## src/hw/rtl/adcrq_pkg.sv

```systemverilog
// Shared types and constants for the ADC sample ring queue.
package adcrq_pkg;

  // Empty marker held by a free slot
  localparam logic [7:0] EMPTY_MARK = 8'hFF;

  // Default sizes
  localparam int unsigned DEF_QUEUE_DEPTH  = 48;
  localparam int unsigned DEF_MUX_CHANNELS = 8;

  // Fixed result field widths
  localparam int unsigned SAMPLE_W = 8;
  localparam int unsigned CHAN_OUT_W = 3;
  localparam int unsigned AVAIL_OUT_W = 6;

  // Item codes
  localparam logic OP_CONV = 1'b0;
  localparam logic OP_POP  = 1'b1;

  // Sequencer states
  typedef enum logic {
    ST_IDLE,
    ST_EXEC
  } state_e;

endpackage

```

## src/hw/rtl/adcrq_slot_ram.sv

```systemverilog
// Slot memory: one write port, one registered read port, per-slot valid bits.
module adcrq_slot_ram #(
  parameter int unsigned QUEUE_DEPTH = adcrq_pkg::DEF_QUEUE_DEPTH,
  parameter int unsigned PTR_W       = $clog2(QUEUE_DEPTH)
) (
  input  logic                          clk_i,
  input  logic                          rst_ni,
  input  logic                          rd_en_i,
  input  logic [PTR_W-1:0]              rd_addr_i,
  output logic [adcrq_pkg::SAMPLE_W-1:0] rd_data_o,
  input  logic                          wr_en_i,
  input  logic [PTR_W-1:0]              wr_addr_i,
  input  logic [adcrq_pkg::SAMPLE_W-1:0] wr_data_i
);
  import adcrq_pkg::*;

  logic [SAMPLE_W-1:0]    mem [QUEUE_DEPTH];
  logic [QUEUE_DEPTH-1:0] valid_q;
  logic [SAMPLE_W-1:0]    rd_mem_q;
  logic                   rd_vld_q;

  // Data array, no reset
  always_ff @(posedge clk_i) begin
    if (wr_en_i) begin
      mem[wr_addr_i] <= wr_data_i;
    end
    if (rd_en_i) begin
      rd_mem_q <= mem[rd_addr_i];
    end
  end

  // Written flags; an unwritten slot reads as the empty marker
  always_ff @(posedge clk_i or negedge rst_ni) begin
    if (!rst_ni) begin
      valid_q  <= '0;
      rd_vld_q <= 1'b0;
    end else begin
      if (wr_en_i) begin
        valid_q[wr_addr_i] <= 1'b1;
      end
      if (rd_en_i) begin
        rd_vld_q <= valid_q[rd_addr_i];
      end
    end
  end

  assign rd_data_o = rd_vld_q ? rd_mem_q : EMPTY_MARK;

endmodule

```

## src/hw/rtl/adc_sample_ring_queue_top.sv

```systemverilog
// Top level of the ADC sample ring queue: sequencer, pointers and result registers.
//
//   channel  | direction | handshake          | fields
//   command  | in        | start, busy        | opcode_i, conversion_value_i
//   result   | out       | done_o (one cycle) | popped_sample_o, sample_kept_o,
//            |           |                    | push_accepted_o, mux_channel_o,
//            |           |                    | available_count_o
//
// An item is handled as a read and then a write-back: the slot is read at the accept
// edge, then modified and written back in ST_EXEC; the write-back waits on the
// registered read port of the slot memory.
// done_o pulses in the cycle after busy, while the next item may already start.
// Reset marks every slot empty at once through its valid bit; no clearing pass.
// The receiver cannot stall; busy is high for one cycle after each accept.
module adc_sample_ring_queue_top #(
  parameter int unsigned QUEUE_DEPTH  = adcrq_pkg::DEF_QUEUE_DEPTH,
  parameter int unsigned MUX_CHANNELS = adcrq_pkg::DEF_MUX_CHANNELS
) (
  input  logic                              clk_i,
  input  logic                              rst_ni,
  input  logic                              start,
  output logic                              busy,
  input  logic                              opcode_i,
  input  logic [adcrq_pkg::SAMPLE_W-1:0]    conversion_value_i,
  output logic                              done_o,
  output logic [adcrq_pkg::SAMPLE_W-1:0]    popped_sample_o,
  output logic                              sample_kept_o,
  output logic                              push_accepted_o,
  output logic [adcrq_pkg::CHAN_OUT_W-1:0]  mux_channel_o,
  output logic [adcrq_pkg::AVAIL_OUT_W-1:0] available_count_o
);
  import adcrq_pkg::*;

  localparam int unsigned PTR_W  = $clog2(QUEUE_DEPTH);
  localparam int unsigned CNT_W  = PTR_W + 1;
  localparam int unsigned CHAN_W = $clog2(MUX_CHANNELS);
  localparam logic [PTR_W-1:0]  PTR_LAST  = PTR_W'(QUEUE_DEPTH - 1);
  localparam logic [CNT_W-1:0]  DEPTH_CNT = CNT_W'(QUEUE_DEPTH);
  localparam logic [CHAN_W-1:0] CHAN_LAST = CHAN_W'(MUX_CHANNELS - 1);

  state_e state_q, state_d;

  logic [PTR_W-1:0]    head_q, head_d, tail_q, tail_d;
  logic                take_q, take_d;
  logic [CHAN_W-1:0]   chan_q, chan_d;
  logic                op_q;
  logic [SAMPLE_W-1:0] value_q;

  logic                accept;
  logic                rd_en;
  logic [PTR_W-1:0]    rd_addr;
  logic [SAMPLE_W-1:0] slot;
  logic                wr_en;
  logic [PTR_W-1:0]    wr_addr;
  logic [SAMPLE_W-1:0] wr_data;

  logic [SAMPLE_W-1:0] popped_d;
  logic                kept_d, acc_d;
  logic [CNT_W-1:0]    avail_d;

  logic                done_q;
  logic [SAMPLE_W-1:0] popped_q;
  logic                kept_q, acc_q;
  logic [CHAN_W-1:0]   chan_out_q;
  logic [CNT_W-1:0]    avail_q;

  // Slot memory
  adcrq_slot_ram #(
    .QUEUE_DEPTH (QUEUE_DEPTH),
    .PTR_W       (PTR_W)
  ) u_slots (
    .clk_i     (clk_i),
    .rst_ni    (rst_ni),
    .rd_en_i   (rd_en),
    .rd_addr_i (rd_addr),
    .rd_data_o (slot),
    .wr_en_i   (wr_en),
    .wr_addr_i (wr_addr),
    .wr_data_i (wr_data)
  );

  // Next state
  always_comb begin
    state_d = state_q;
    unique case (state_q)
      ST_IDLE: if (start) state_d = ST_EXEC;
      ST_EXEC: state_d = ST_IDLE;
      default: state_d = ST_IDLE;
    endcase
  end

  // Sequencer outputs
  always_comb begin
    busy  = 1'b0;
    rd_en = 1'b0;
    unique case (state_q)
      ST_IDLE: rd_en = start;
      ST_EXEC: busy  = 1'b1;
      default: busy  = 1'b0;
    endcase
  end

  assign accept  = start && !busy;
  assign rd_addr = (opcode_i == OP_POP) ? tail_q : head_q;

  // Read-modify-write of the addressed slot
  always_comb begin
    head_d   = head_q;
    tail_d   = tail_q;
    take_d   = take_q;
    chan_d   = chan_q;
    popped_d = EMPTY_MARK;
    kept_d   = 1'b0;
    acc_d    = 1'b0;
    wr_en    = 1'b0;
    wr_addr  = head_q;
    wr_data  = value_q;
    if (state_q == ST_EXEC) begin
      if (op_q == OP_CONV) begin
        if (take_q) begin
          kept_d = 1'b1;
          if (slot == EMPTY_MARK) begin
            wr_en  = 1'b1;
            acc_d  = 1'b1;
            head_d = (head_q == PTR_LAST) ? '0 : head_q + 1'b1;
          end
          chan_d = (chan_q == CHAN_LAST) ? '0 : chan_q + 1'b1;
          take_d = 1'b0;
        end else begin
          take_d = 1'b1;
        end
      end else if (slot != EMPTY_MARK) begin
        popped_d = slot;
        wr_en    = 1'b1;
        wr_addr  = tail_q;
        wr_data  = EMPTY_MARK;
        tail_d   = (tail_q == PTR_LAST) ? '0 : tail_q + 1'b1;
      end
    end
  end

  // Fill level after this item, modulo depth
  always_comb begin
    if (head_d >= tail_d) begin
      avail_d = CNT_W'(head_d) - CNT_W'(tail_d);
    end else begin
      avail_d = DEPTH_CNT - (CNT_W'(tail_d) - CNT_W'(head_d));
    end
  end

  // Control registers
  always_ff @(posedge clk_i or negedge rst_ni) begin
    if (!rst_ni) begin
      state_q <= ST_IDLE;
      head_q  <= '0;
      tail_q  <= '0;
      take_q  <= 1'b1;
      chan_q  <= '0;
      done_q  <= 1'b0;
    end else begin
      state_q <= state_d;
      head_q  <= head_d;
      tail_q  <= tail_d;
      take_q  <= take_d;
      chan_q  <= chan_d;
      done_q  <= (state_q == ST_EXEC);
    end
  end

  // Item capture and result payload
  always_ff @(posedge clk_i) begin
    if (accept) begin
      op_q    <= opcode_i;
      value_q <= conversion_value_i;
    end
    if (state_q == ST_EXEC) begin
      popped_q   <= popped_d;
      kept_q     <= kept_d;
      acc_q      <= acc_d;
      chan_out_q <= chan_d;
      avail_q    <= avail_d;
    end
  end

  assign done_o            = done_q;
  assign popped_sample_o   = popped_q;
  assign sample_kept_o     = kept_q;
  assign push_accepted_o   = acc_q;
  assign mux_channel_o     = CHAN_OUT_W'(chan_out_q);
  assign available_count_o = AVAIL_OUT_W'(avail_q);

  // Checks
  a_busy_one_cycle: assert property (@(posedge clk_i) disable iff (!rst_ni)
    busy |=> !busy) else $error("busy held longer than one cycle");

  a_done_after_busy: assert property (@(posedge clk_i) disable iff (!rst_ni)
    busy |=> done_o) else $error("no result after an item");

  a_acc_needs_kept: assert property (@(posedge clk_i) disable iff (!rst_ni)
    done_o && push_accepted_o |-> sample_kept_o && popped_sample_o == EMPTY_MARK)
    else $error("stored push without a kept conversion");

  a_ptr_range: assert property (@(posedge clk_i) disable iff (!rst_ni)
    head_q <= PTR_LAST && tail_q <= PTR_LAST) else $error("pointer out of range");

  a_pop_moves_tail: assert property (@(posedge clk_i) disable iff (!rst_ni)
    state_q == ST_EXEC && op_q == OP_POP && slot != EMPTY_MARK |=> tail_q != $past(tail_q))
    else $error("tail did not advance on a pop");

endmodule

```

## config.mk

```make
export PLATFORM = sky130hd
export DESIGN_NAME = adc_sample_ring_queue_top
export DESIGN_NICKNAME = d
export VERILOG_FILES = /design/src/hw/rtl/adcrq_pkg.sv /design/src/hw/rtl/adcrq_slot_ram.sv /design/src/hw/rtl/adc_sample_ring_queue_top.sv
export SDC_FILE = /design/constraint.sdc
export NUM_CORES = 1
export LEC_CHECK = 0
export ABC_CLOCK_PERIOD_IN_PS = 4250
export BUFFER_PORTS_ARGS = -buffer_cell sky130_fd_sc_hd__clkbuf_2
export CORE_MARGIN = 1
export CORE_UTILIZATION = 63
export CTS_CLUSTER_SIZE = 10
export DETAILED_ROUTE_END_ITERATION = 12
export GPL_ROUTABILITY_DRIVEN = 0
export PLACE_DENSITY = 0.8
export SYNTH_ARGS = -nofsm -noshare
export SYNTH_HDL_FRONTEND = slang
export SYNTH_SLANG_ARGS = --single-unit
```

## constraint.sdc

```tcl
create_clock -name clk_i -period 4.25 [get_ports clk_i]
set_clock_uncertainty 0.1 [all_clocks]
set_input_delay 0.85 -clock clk_i [delete_from_list [all_inputs] [get_ports clk_i]]
set_output_delay 0.85 -clock clk_i [all_outputs]
set_load 0.05 [all_outputs]
```

==> run summary, run 1 <==
Status -> finished clean
Leakage -> 0.00775 uW
Layout cell share with drive strength beyond 1 -> 16.4%
CTS clock-pin slew for the worst setup and hold paths -> 60 ps
Worst-Margin Slew -> 1150 ps
Drt first-iter violations -> 1208
CTS Sinks -> 487
Switching power total -> 4440 uW
Antenna Violating Nets Remaining -> 0
Layout Cells excl Fill -> 1757
Area growth syn-to-layout -> 10.5%
Drt drc -> 0
Worst Reg-to-Reg Cells -> 14
CP Class -> reg -> reg
TritonRoute pass-1 iters -> 6
Number of fill cells -> 1959
Tightest Hold Check Type -> in -> async
Combinational share of power -> 30.3%
Clock latency at the later pin of the worst-skew pair -> 570 ps
Synth Cell Area -> 20300 um2
Final Max Slew Viols -> 0
Total power -> 14000 uW
Yosys top cell area share -> 62.1%
Startpoint of the worst-slack reg-to-reg timing path -> take_q$_DFFE_PN1P_
Cell count after placement -> 1681
Commonest non-fill, non-tap cell in the layout -> edfxtp_1
Final Hold Vio Count -> 0
Number of global-route vias before repair -> 11600
FMAX -> 261 MHz
Clock power share -> 28.6%
H-tree levels -> 2
Crit path buffers/inverters -> 1
FFs w/ async S/R, synth -> 13.8%
RSZ-0062 raised after global routing -> false
Seq pwr share -> 41.1%
CTS max path bufs -> 3
Antenna fix cells -> 0
First-pass GRT wire length -> 68900 um
Setup TNS -> 0 ps
CTS buffer count -> 54
Fin crit share -> 90.2%
Initial antenna violation count -> 0
Multi-input logic area -> 5540 um2
Synth Flop Type -> edfxtp_1
Post-synth EDFFs -> 420
Setup Viol. Count Final -> 0
FP Rows -> 65
Most frequent cells in the layout -> edfxtp_1, nand2_1, mux2i_1
Top Ports -> 33
Tot GR Track Use -> 28.2%
Syn Nets -> 1308
Drt wl/cell -> 25.9 um
Worst path top cell family by delay -> adder cells
Slowest-stage cell, CP -> dfstp_2
Vias per cell -> 6.65
Synth area leader -> edfxtp_1
PortBufs -> 32
Type of destination of the critical path -> flip-flop
Core area -> 31600 um2
Flip-flop and latch area -> 14300 um2
Req. time, crit path -> 4470 ps
Flop2flop setup slack -> 420 ps
Top cells by area, synth -> edfxtp_1, dfrtp_1, mux4_2, mux2i_1, nand2_1
Largest net degree at the start of global routing -> 49
Final core occ -> 70.9%
Height of the die -> 181 um
Critical path launch point type -> flip-flop
Rel. slew slack -> 23.4%
Tmin final -> 3830 ps
Die ar. -> 32900 um2
Critical Path AT -> 4050 ps
Synth Register Bits -> 487
FF-to-FF End -> avail_q[5]$_DFFE_PP_
DP HPWL -> 27500 um
Int Pwr -> 9510 uW
WL final -> 45400 um
Pwr/cell area -> 623 nW/um2
Critical path cell sequence -> nor2b_1 > nand2_1 > nor2b_2 > mux2i_1 > inv_1 > ha_1 > fa_1 > ha_1 > a21oi_1 > o21ai_0 > a21oi_1 > xor2_1 > mux2i_1 > xor2_1
Initial Util -> 64.1%
CTS tree -> built
Grt total ovfl -> 0
Post-synthesis area per instance -> 15.9 um2
Unique cell type count in the Yosys netlist -> 66
Post-Syn Instances -> 1277
# hold bufs at CTS -> 0
Maxcap violations -> 0
Ys Warns -> 0
Final net count -> 1366
Worst VDD drop -> 0.384 mV
Sw Ratio -> 31.8%
Crit-path max FO -> 6
Die X -> 181 um
Detailed-route via count -> 11700
CTS Root Cell -> clkbuf_16
Sequential share of the synthesized area -> 70.4%
Worst stage delay on the critical path -> 540 ps
-- cell families after synthesis --
| logic type | after synthesis | synth area share, % |
|---|---|---|
| fa+ha+maj | 19 | 1.32 |
| compound gates | 227 | 8.19 |
| xor+xnor | 11 | 0.475 |
| mux | 138 | 10.4 |
| buf+inv | 94 | 2.47 |
| simple gates | 301 | 6.73 |
| flops | 487 | 70.4 |
-- state kept, by name (all words and copies together), names as in the netlist, 3 cells and up --
name,count
mux_channel_o,3
u_slots.rd_mem_q,8
value_q,8
avail_q,6
tail_q,6
popped_sample_o,8
head_q,6
u_slots.mem,384
chan_q,3
u_slots.valid_q,48
-- cells in the mapped netlist (6+ instances only) --
master    count
clkbuf_1     28
nand3b_1      6
dfrtp_1      66
o21ai_0      25
or2_2         8
edfxtp_1    420
o21bai_1     44
and2_0       18
buf_4        15
a211oi_1     34
nand2b_1     14
nand2_1     138
mux4_2       52
ha_1         15
nor3_1        9
nor2b_1       8
nand3_1       9
o31ai_1      12
nor2_1       65
a311oi_1     33
buf_2        22
and2_1       17
a22oi_1      15
mux2_2       12
a21oi_1      21
xnor2_1       6
inv_1        21
mux2i_1      68
-- per-stage QoR --
step | area, um2 | setup WS, ps | hold WS, ps
after global placement | 21000 | 459 | 340
after floorplan | 20300 | 142 | 327
after CTS | 22400 | 320 | 232
after detailed placement | 21000 | 337 | 347
after global routing | 22400 | 96.2 | 272
final | 22400 | 417 | 215
-- worst max-delay path by stage --
| stage | from | to | slack [ps] | depth (start not counted) |
|---|---|---|---|---|
| floorplan | state_q$_DFF_PN0_ | avail_q[5]$_DFFE_PP_ | 140 | 13 |
| CTS | take_q$_DFFE_PN1P_ | avail_q[5]$_DFFE_PP_ | 320 | 14 |
| finish | take_q$_DFFE_PN1P_ | avail_q[5]$_DFFE_PP_ | 420 | 14 |
| global placement | take_q$_DFFE_PN1P_ | avail_q[5]$_DFFE_PP_ | 460 | 14 |
| detailed placement | take_q$_DFFE_PN1P_ | avail_q[5]$_DFFE_PP_ | 340 | 14 |
| global route | take_q$_DFFE_PN1P_ | avail_q[5]$_DFFE_PP_ | 100 | 14 |
-- power groups by stage --
stage               Combinational, uW  Sequential (uW)  Clock, uW
floorplan                        2950             5890          0
global placement                 4070             5810          0
detailed placement               4160             5820          0
CTS                              4210             5730       4010
global route                     4520             5760       4180
finish                           4230             5740       3990
-- area by class of cell --
type	count	area share (%)
multi-input cells	696	24.7
clock buffers	75	6.38
inverters	21	0.352
flip-flops and latches	487	63.8
clock inverters	1	0.0726
repair buffers	75	2.49
well taps	402	2.24
-- worst reg2reg max path, delay by kind of cell, from the launching register on --
kind	cells	cell delay, ps
AO/OA/AOI/OAI	3	470
XOR/XNOR	2	330
adder cells (fa/ha/maj)	3	950
buffers and inverters	1	100
flip-flops	1	540
multiplexers	2	430
AND/OR/NAND/NOR	3	670
-- metal layers --
| layer | part of all wire, % | wire length (um) | GRT usage, % |
|---|---|---|---|
| met5 | 0 | 0 | 0 |
| met4 | 3.4 | 1530 | 10.5 |
| met3 | 9.8 | 4460 | 6.60 |
| met2 | 48 | 21700 | 45.4 |
| met1 | 39 | 17700 | 38.0 |
-- what timing repair did --
| action | in CTS | in global routing |
|---|---|---|
| endpoints found under the setup margin | 0 | 1 |
| buffers inserted | 0 | 0 |
| gates resized for setup | 0 | 1 |
No activity file was read; power rests on OpenSTA's default activity.
==> run 2: changes to the inputs <==
--- a/config.mk
+++ b/config.mk
@@ -7,12 +7,14 @@
 export LEC_CHECK = 0
 export ABC_CLOCK_PERIOD_IN_PS = 4250
 export BUFFER_PORTS_ARGS = -buffer_cell sky130_fd_sc_hd__clkbuf_2
+export CAP_MARGIN = 20
 export CORE_MARGIN = 1
-export CORE_UTILIZATION = 63
+export CORE_UTILIZATION = 62
 export CTS_CLUSTER_SIZE = 10
 export DETAILED_ROUTE_END_ITERATION = 12
 export GPL_ROUTABILITY_DRIVEN = 0
-export PLACE_DENSITY = 0.8
+export PLACE_DENSITY = 0.79
 export SYNTH_ARGS = -nofsm -noshare
 export SYNTH_HDL_FRONTEND = slang
+export SYNTH_HIERARCHICAL = 1
 export SYNTH_SLANG_ARGS = --single-unit
==> run summary, run 2 <==
Unique cell type count in the Yosys netlist -> 66
Status -> finished clean
FF-to-FF End -> avail_q[5]$_DFFE_PP_
Syn Nets -> 1055
Largest register FFs -> 384
Worst Reg-to-Reg Cells -> 13
Die X -> 180 um
Pwr/cell area -> 587 nW/um2
CP Class -> reg -> reg
Core area -> 30900 um2
Simple-Gate Fraction of Synth Area -> 6.58%
Sequential share of the synthesized area -> 72.8%
Die ar. -> 32400 um2
Final net count -> 1163
Top cells by count, synth -> edfxtp_1, mux4_2, dfrtp_1
Commonest non-fill, non-tap cell in the layout -> edfxtp_1
Leakage -> 0.00769 uW
Flip-flop and latch area -> 14300 um2
FMAX -> 257 MHz
Worst VDD drop -> 0.383 mV
Antenna Violating Nets Remaining -> 0
DP HPWL -> 25000 um
Crit-path max FO -> 22
Grt total ovfl -> 0
Setup TNS -> 0 ps
CTS Root Cell -> clkbuf_16
Setup Fix Bufs, Post-CTS -> 0
Main combinational cell family by area after synthesis -> multiplexers
CTS clock-pin slew for the worst setup and hold paths -> 60 ps
Post-Syn Instances -> 1024
CTS buffer count -> 54
Tot GR Track Use -> 26.6%
RSZ-0062 raised after global routing -> false
Detailed-route via count -> 10200
Worst-Margin Slew -> 1120 ps
Antenna fix cells -> 0
Synth Flop Type -> edfxtp_1
CTS max path bufs -> 3
Synth area leader -> edfxtp_1
Number of global-route vias before repair -> 10200
PortBufs -> 32
CTS tree -> built
Fin crit share -> 91.6%
Layout cell share with drive strength beyond 1 -> 29.3%
Top Registers -> u_slots/mem (384), u_slots/valid_q (48)
Vias per cell -> 6.46
Worst path top cell family by delay -> compound AO/OA/AOI/OAI gates
Post-synth EDFFs -> 420
Multi-input logic area -> 5060 um2
Synth Cell Area -> 19600 um2
CTS Sinks -> 487
Pre-CTS setup slack -> 389 ps
Top cells by area, synth -> edfxtp_1, mux4_2, dfrtp_1, or2_2, nor2_1
TritonRoute pass-1 iters -> 6
Slowest-stage cell, CP -> fa_1
Drt wl/cell -> 26.5 um
Tmin final -> 3890 ps
Worst stage delay on the critical path -> 540 ps
Post-Synth XOR/XNOR Area -> 0.357%
Clock latency at the later pin of the worst-skew pair -> 560 ps
Type of destination of the critical path -> flip-flop
Drt first-iter violations -> 1204
WL final -> 41700 um
Critical path cell sequence -> nand2b_1 > nand4_1 > o211ai_2 > buf_4 > nand2b_1 > nor3_1 > a21oi_1 > fa_1 > nand2b_1 > o221ai_2 > xnor2_1 > mux2_4 > a22o_1
Drt drc -> 0
Initial Util -> 63.5%
FFs w/ async S/R, synth -> 13.8%
Setup Viol. Count Final -> 0
Top-count cell post-synth -> edfxtp_1
Maxcap violations -> 0
H-tree levels -> 2
Largest Register -> u_slots/mem
Yosys top cell area share -> 64.2%
Most frequent cells in the layout -> edfxtp_1, mux4_2, dfrtp_1
Final Hold Vio Count -> 0
Height of the die -> 180 um
Area growth syn-to-layout -> 12.7%
Critical path launch point type -> flip-flop
Crit. path cell count -> 13
Initial antenna violation count -> 0
Req. time, crit path -> 4460 ps
Rel. slew slack -> 25.1%
Ys Warns -> 6
Post-synthesis area per instance -> 19.2 um2
FP Rows -> 64
Synth Register Bits -> 487
First-pass GRT wire length -> 63700 um
Synth Area in Compound Gates -> 2.67%
Largest net degree at the start of global routing -> 68
Startpoint of the worst-slack reg-to-reg timing path -> u_slots/rd_vld_q$_DFFE_PN0P_
Setup WS post-layout -> 358 ps
Final Max Slew Viols -> 0
Number of fill cells -> 1777
Tightest Hold Check Type -> in -> async
Cell mode on critical path -> nand2b_1
Mux contribution to synthesized area -> 14.6%
Crit path buffers/inverters -> 1
Post-Synth Adder-Cell Area -> 1.36%
# hold bufs at CTS -> 0
Critical Path AT -> 4100 ps
CTS resizes -> 0
Flop2flop setup slack -> 360 ps
Top Ports -> 33
-- run 2: changes by cell type in the layout (fill, tap and decap cells not counted), moves of 24 or more --
| cell | previous run | this run |
|---|---|---|
| mux2i_1 | 67 | 14 |
| a211oi_1 | 34 | 1 |
| mux4_2 | 52 | 108 |
| buf_4 | 37 | 61 |
| or2_2 | 8 | 49 |
| o21bai_1 | 44 | 2 |
| nand2_1 | 138 | 26 |
| a311oi_1 | 33 | 2 |
| o22ai_1 | 4 | 33 |
-- run 2: worst max path at each step --
stage / from / to
finish: u_slots/rd_vld_q$_DFFE_PN0P_ / avail_q[5]$_DFFE_PP_
global route: u_slots/rd_vld_q$_DFFE_PN0P_ / avail_q[5]$_DFFE_PP_
CTS: u_slots/rd_vld_q$_DFFE_PN0P_ / avail_q[5]$_DFFE_PP_
detailed placement: u_slots/rd_vld_q$_DFFE_PN0P_ / avail_q[5]$_DFFE_PP_
global placement: u_slots/rd_vld_q$_DFFE_PN0P_ / avail_q[5]$_DFFE_PP_
floorplan: state_q$_DFF_PN0_ / avail_q[5]$_DFFE_PP_
-- run 2: stage by stage --
step	power (uW)	hold slack (ps)	std cells	utilization [%]	instance area (um2)
global placement	8870	344	1472	66.6	20600
floorplan	8140	331	1024	-	19600
finish	13000	308	1572	71.6	22100
detailed placement	8940	350	1472	66.6	20600
CTS	13000	351	1572	71.6	22100
global route	13500	348	1572	71.6	22100
-- run 2: power breakdown --
group | switching (uW) | internal, uW
logic | 1780 | 1450
clock network | 1720 | 2420
registers | 118 | 5500
total | 3620 | 9370
-- run 2: per-layer routing --
layer	vias up	share of wire [%]	global-route usage [%]
met5	-	0	0
met4	0	3.0	8.69
met3	102	8.5	4.25
met2	515	48	41.7
met1	5224	40	39.1
li1	4313	-	-
-- run 2: worst reg2reg max path: stages, from the launching register on --
cell	delay, ps
dfrtp_1	460
nand2b_1	140
nand4_1	260
o211ai_2	310
buf_4	320
nand2b_1	200
nor3_1	70
a21oi_1	310
fa_1	540
nand2b_1	190
o221ai_2	150
xnor2_1	100
mux2_4	260
a22o_1	230
-- run 2: cells by family (layout without fill, tap and decap cells) --
logic type,Yosys count,count (layout)
xor gates and xnor gates,8,8
adders and majority gates,19,19
muxes,142,142
buffers and inverters,58,210
AOI/OAI and AO/OA,80,80
DFF,487,487
and+or+nand+nor,230,230
-- run 2: final cells by class --
class / count / area share [%]
clock buffers: 99 / 6.96
well taps: 396 / 2.24
multi-input cells: 479 / 22.9
flip-flops and latches: 487 / 64.5
inverters: 14 / 0.237
clock inverters: 1 / 0.0396
repair buffers: 96 / 3.13
==> run 3: changes to the inputs <==
--- a/config.mk
+++ b/config.mk
@@ -13,6 +13,7 @@
 export CTS_CLUSTER_SIZE = 10
 export DETAILED_ROUTE_END_ITERATION = 12
 export GPL_ROUTABILITY_DRIVEN = 0
+export GPL_TIMING_DRIVEN = 0
 export PLACE_DENSITY = 0.79
 export SYNTH_ARGS = -nofsm -noshare
 export SYNTH_HDL_FRONTEND = slang
==> run summary, run 3 (synthesis gave the netlist of run 2 again) <==
Clock latency at the later pin of the worst-skew pair -> 580 ps
Final net count -> 1156
FF-to-FF End -> avail_q[5]$_DFFE_PP_
Final Hold Vio Count -> 0
Worst VDD drop -> 0.411 mV
Total power -> 13300 uW
CTS clock-pin slew for the worst setup and hold paths -> 60 ps
CTS Sinks -> 487
PortBufs -> 32
Worst Setup SP -> u_slots/rd_vld_q$_DFFE_PN0P_
Worst path top cell family by delay -> simple AND/OR/NAND/NOR gates
Antenna fix cells -> 0
Critical path cell sequence -> nand2b_1 > nand4_1 > nor3_4 > buf_4 > nand2_2 > nor2_4 > mux2_1 > fa_1 > nand2b_1 > o221ai_2 > xnor2_1 > mux2_4 > a22o_1
Tot GR Track Use -> 27.2%
Drt wl/cell -> 27.3 um
Commonest non-fill, non-tap cell in the layout -> edfxtp_1
Startpoint of the worst-slack reg-to-reg timing path -> u_slots/rd_vld_q$_DFFE_PN0P_
Leakage -> 0.00764 uW
Antenna Violating Nets Remaining -> 0
Drt first-iter violations -> 1152
Die X -> 180 um
CTS max path bufs -> 3
Initial antenna violation count -> 1
Number of fill cells -> 1775
Largest register FFs -> 384
CTS Root Cell -> clkbuf_16
Critical Path AT -> 4220 ps
Crit-path max FO -> 9
Most frequent cells in the layout -> edfxtp_1, mux4_2, dfrtp_1
Grt total ovfl -> 0
Top Registers -> u_slots/mem (384), u_slots/valid_q (48)
Drt drc -> 0
Worst Reg-to-Reg Cells -> 13
Tmin final -> 4010 ps
FMAX -> 249 MHz
Setup Viol. Count Final -> 0
CP endpoint -> avail_q[5]$_DFFE_PP_
Slowest-stage cell, CP -> fa_1
Status -> finished clean
Core area -> 30900 um2
Type of destination of the critical path -> flip-flop
Die ar. -> 32400 um2
Flop2flop setup slack -> 240 ps
Layout Cells excl Fill -> 1568
Area growth syn-to-layout -> 13.1%
Initial Util -> 63.5%
Detailed-route via count -> 10300
Req. time, crit path -> 4460 ps
TritonRoute pass-1 iters -> 5
Pwr/cell area -> 601 nW/um2
Height of the die -> 180 um
DP HPWL -> 27200 um
Fin crit share -> 94.3%
Maxcap violations -> 0
Crit path buffers/inverters -> 1
Number of global-route vias before repair -> 10400
Cell mode on critical path -> nand2b_1
FP Rows -> 64
Tightest Hold Check Type -> in -> async
CTS tree -> built
Largest Register -> u_slots/mem
WL final -> 42700 um
Layout cell share with drive strength beyond 1 -> 28.8%
Largest net degree at the start of global routing -> 61
# hold bufs at CTS -> 0
Final Max Slew Viols -> 0
Critical path launch point type -> flip-flop
Crit. path cell count -> 13
H-tree levels -> 2
CTS buffer count -> 55
Top Ports -> 33
CP Class -> reg -> reg
Worst stage delay on the critical path -> 650 ps
First-pass GRT wire length -> 63900 um
Vias per cell -> 6.56
Cell count after placement -> 1460
Worst-Margin Slew -> 1050 ps
Rel. slew slack -> 29.5%
Final core occ -> 71.8%
## run 3: cell types whose count changed in the layout (fill, tap and decap cells not counted), moves of 3 or more
cell / previous run / this run
clkbuf_1: 44 / 58
nor2_4: 1 / 4
buf_2: 0 / 15
buf_6: 0 / 5
buf_16: 0 / 3
nor2_1: 58 / 49
nor2_2: 0 / 6
buf_4: 61 / 10
## run 3: worst reg2reg max path, stage by stage, from the launching register on
cell and delay (ps):
dfrtp_1 500, nand2b_1 170, nand4_1 260, nor3_4 400
buf_4 190, nand2_2 70, nor2_4 110, mux2_1 410
fa_1 650, nand2b_1 160, o221ai_2 100, xnor2_1 160
mux2_4 260, a22o_1 220
## run 3: layout make-up
type                    count  area (um2)  area share [%]
clock buffers             101        1590            7.17
repair buffers             44         370            1.67
flip-flops and latches    487       14300            64.4
plain buffers              44         278            1.25
inverters                  14        52.6           0.237
multi-input cells         479        5090            22.9
well taps                 396         495            2.23
clock inverters             3        33.8           0.152
## run 3: worst min-delay path by stage
| stage | to | depth (start not counted) |
|---|---|---|
| after detailed placement | u_slots/valid_q[36]$_DFFE_PN0P_ | 1 |
| final | chan_q[0]$_DFF_PN0_ | 1 |
| after floorplan | u_slots/valid_q[36]$_DFFE_PN0P_ | 1 |
| after CTS | chan_q[0]$_DFF_PN0_ | 1 |
| after global routing | chan_q[0]$_DFF_PN0_ | 1 |
| after global placement | u_slots/valid_q[26]$_DFFE_PN0P_ | 1 |
## run 3: metrics by stage
stage                     setup TNS [ps]  cell area (um2)  setup slack [ps]  hold WS [ps]
final                                  0            22200               241          39.9
after global routing               -15.1            22200             -15.1          34.6
after CTS                           -784            22100             -46.5          31.4
after detailed placement           -3620            20500              -247           349
after global placement              -138            20300              -138           346
after floorplan                        0            19600              37.5           331
## run 3: metal layers
metal  vias up  global-route usage [%]  routed length [um]
met3        97                    6.89                4510
li1       4324                       -                   -
met5         -                       0                   0
met1      5270                    38.5               16600
met2       595                    42.6               20500
met4         0                    8.03                1160
## run 3: power by group
group          total (uW)  switching, uW  internal, uW  leakage, uW
combinational        3460           1940          1520      0.00220
sequential           5620            120          5490      0.00467
clock                4260           1750          2510     0.000773
total               13300           3810          9520      0.00764
## run 3: timing repair
item                                    4_1_cts  5_1_grt
pin swaps                                     0        2
buffers inserted                              0        4
endpoints found under the hold margin         0        0
resized for setup                             1       17
endpoints found under the setup margin       69      243
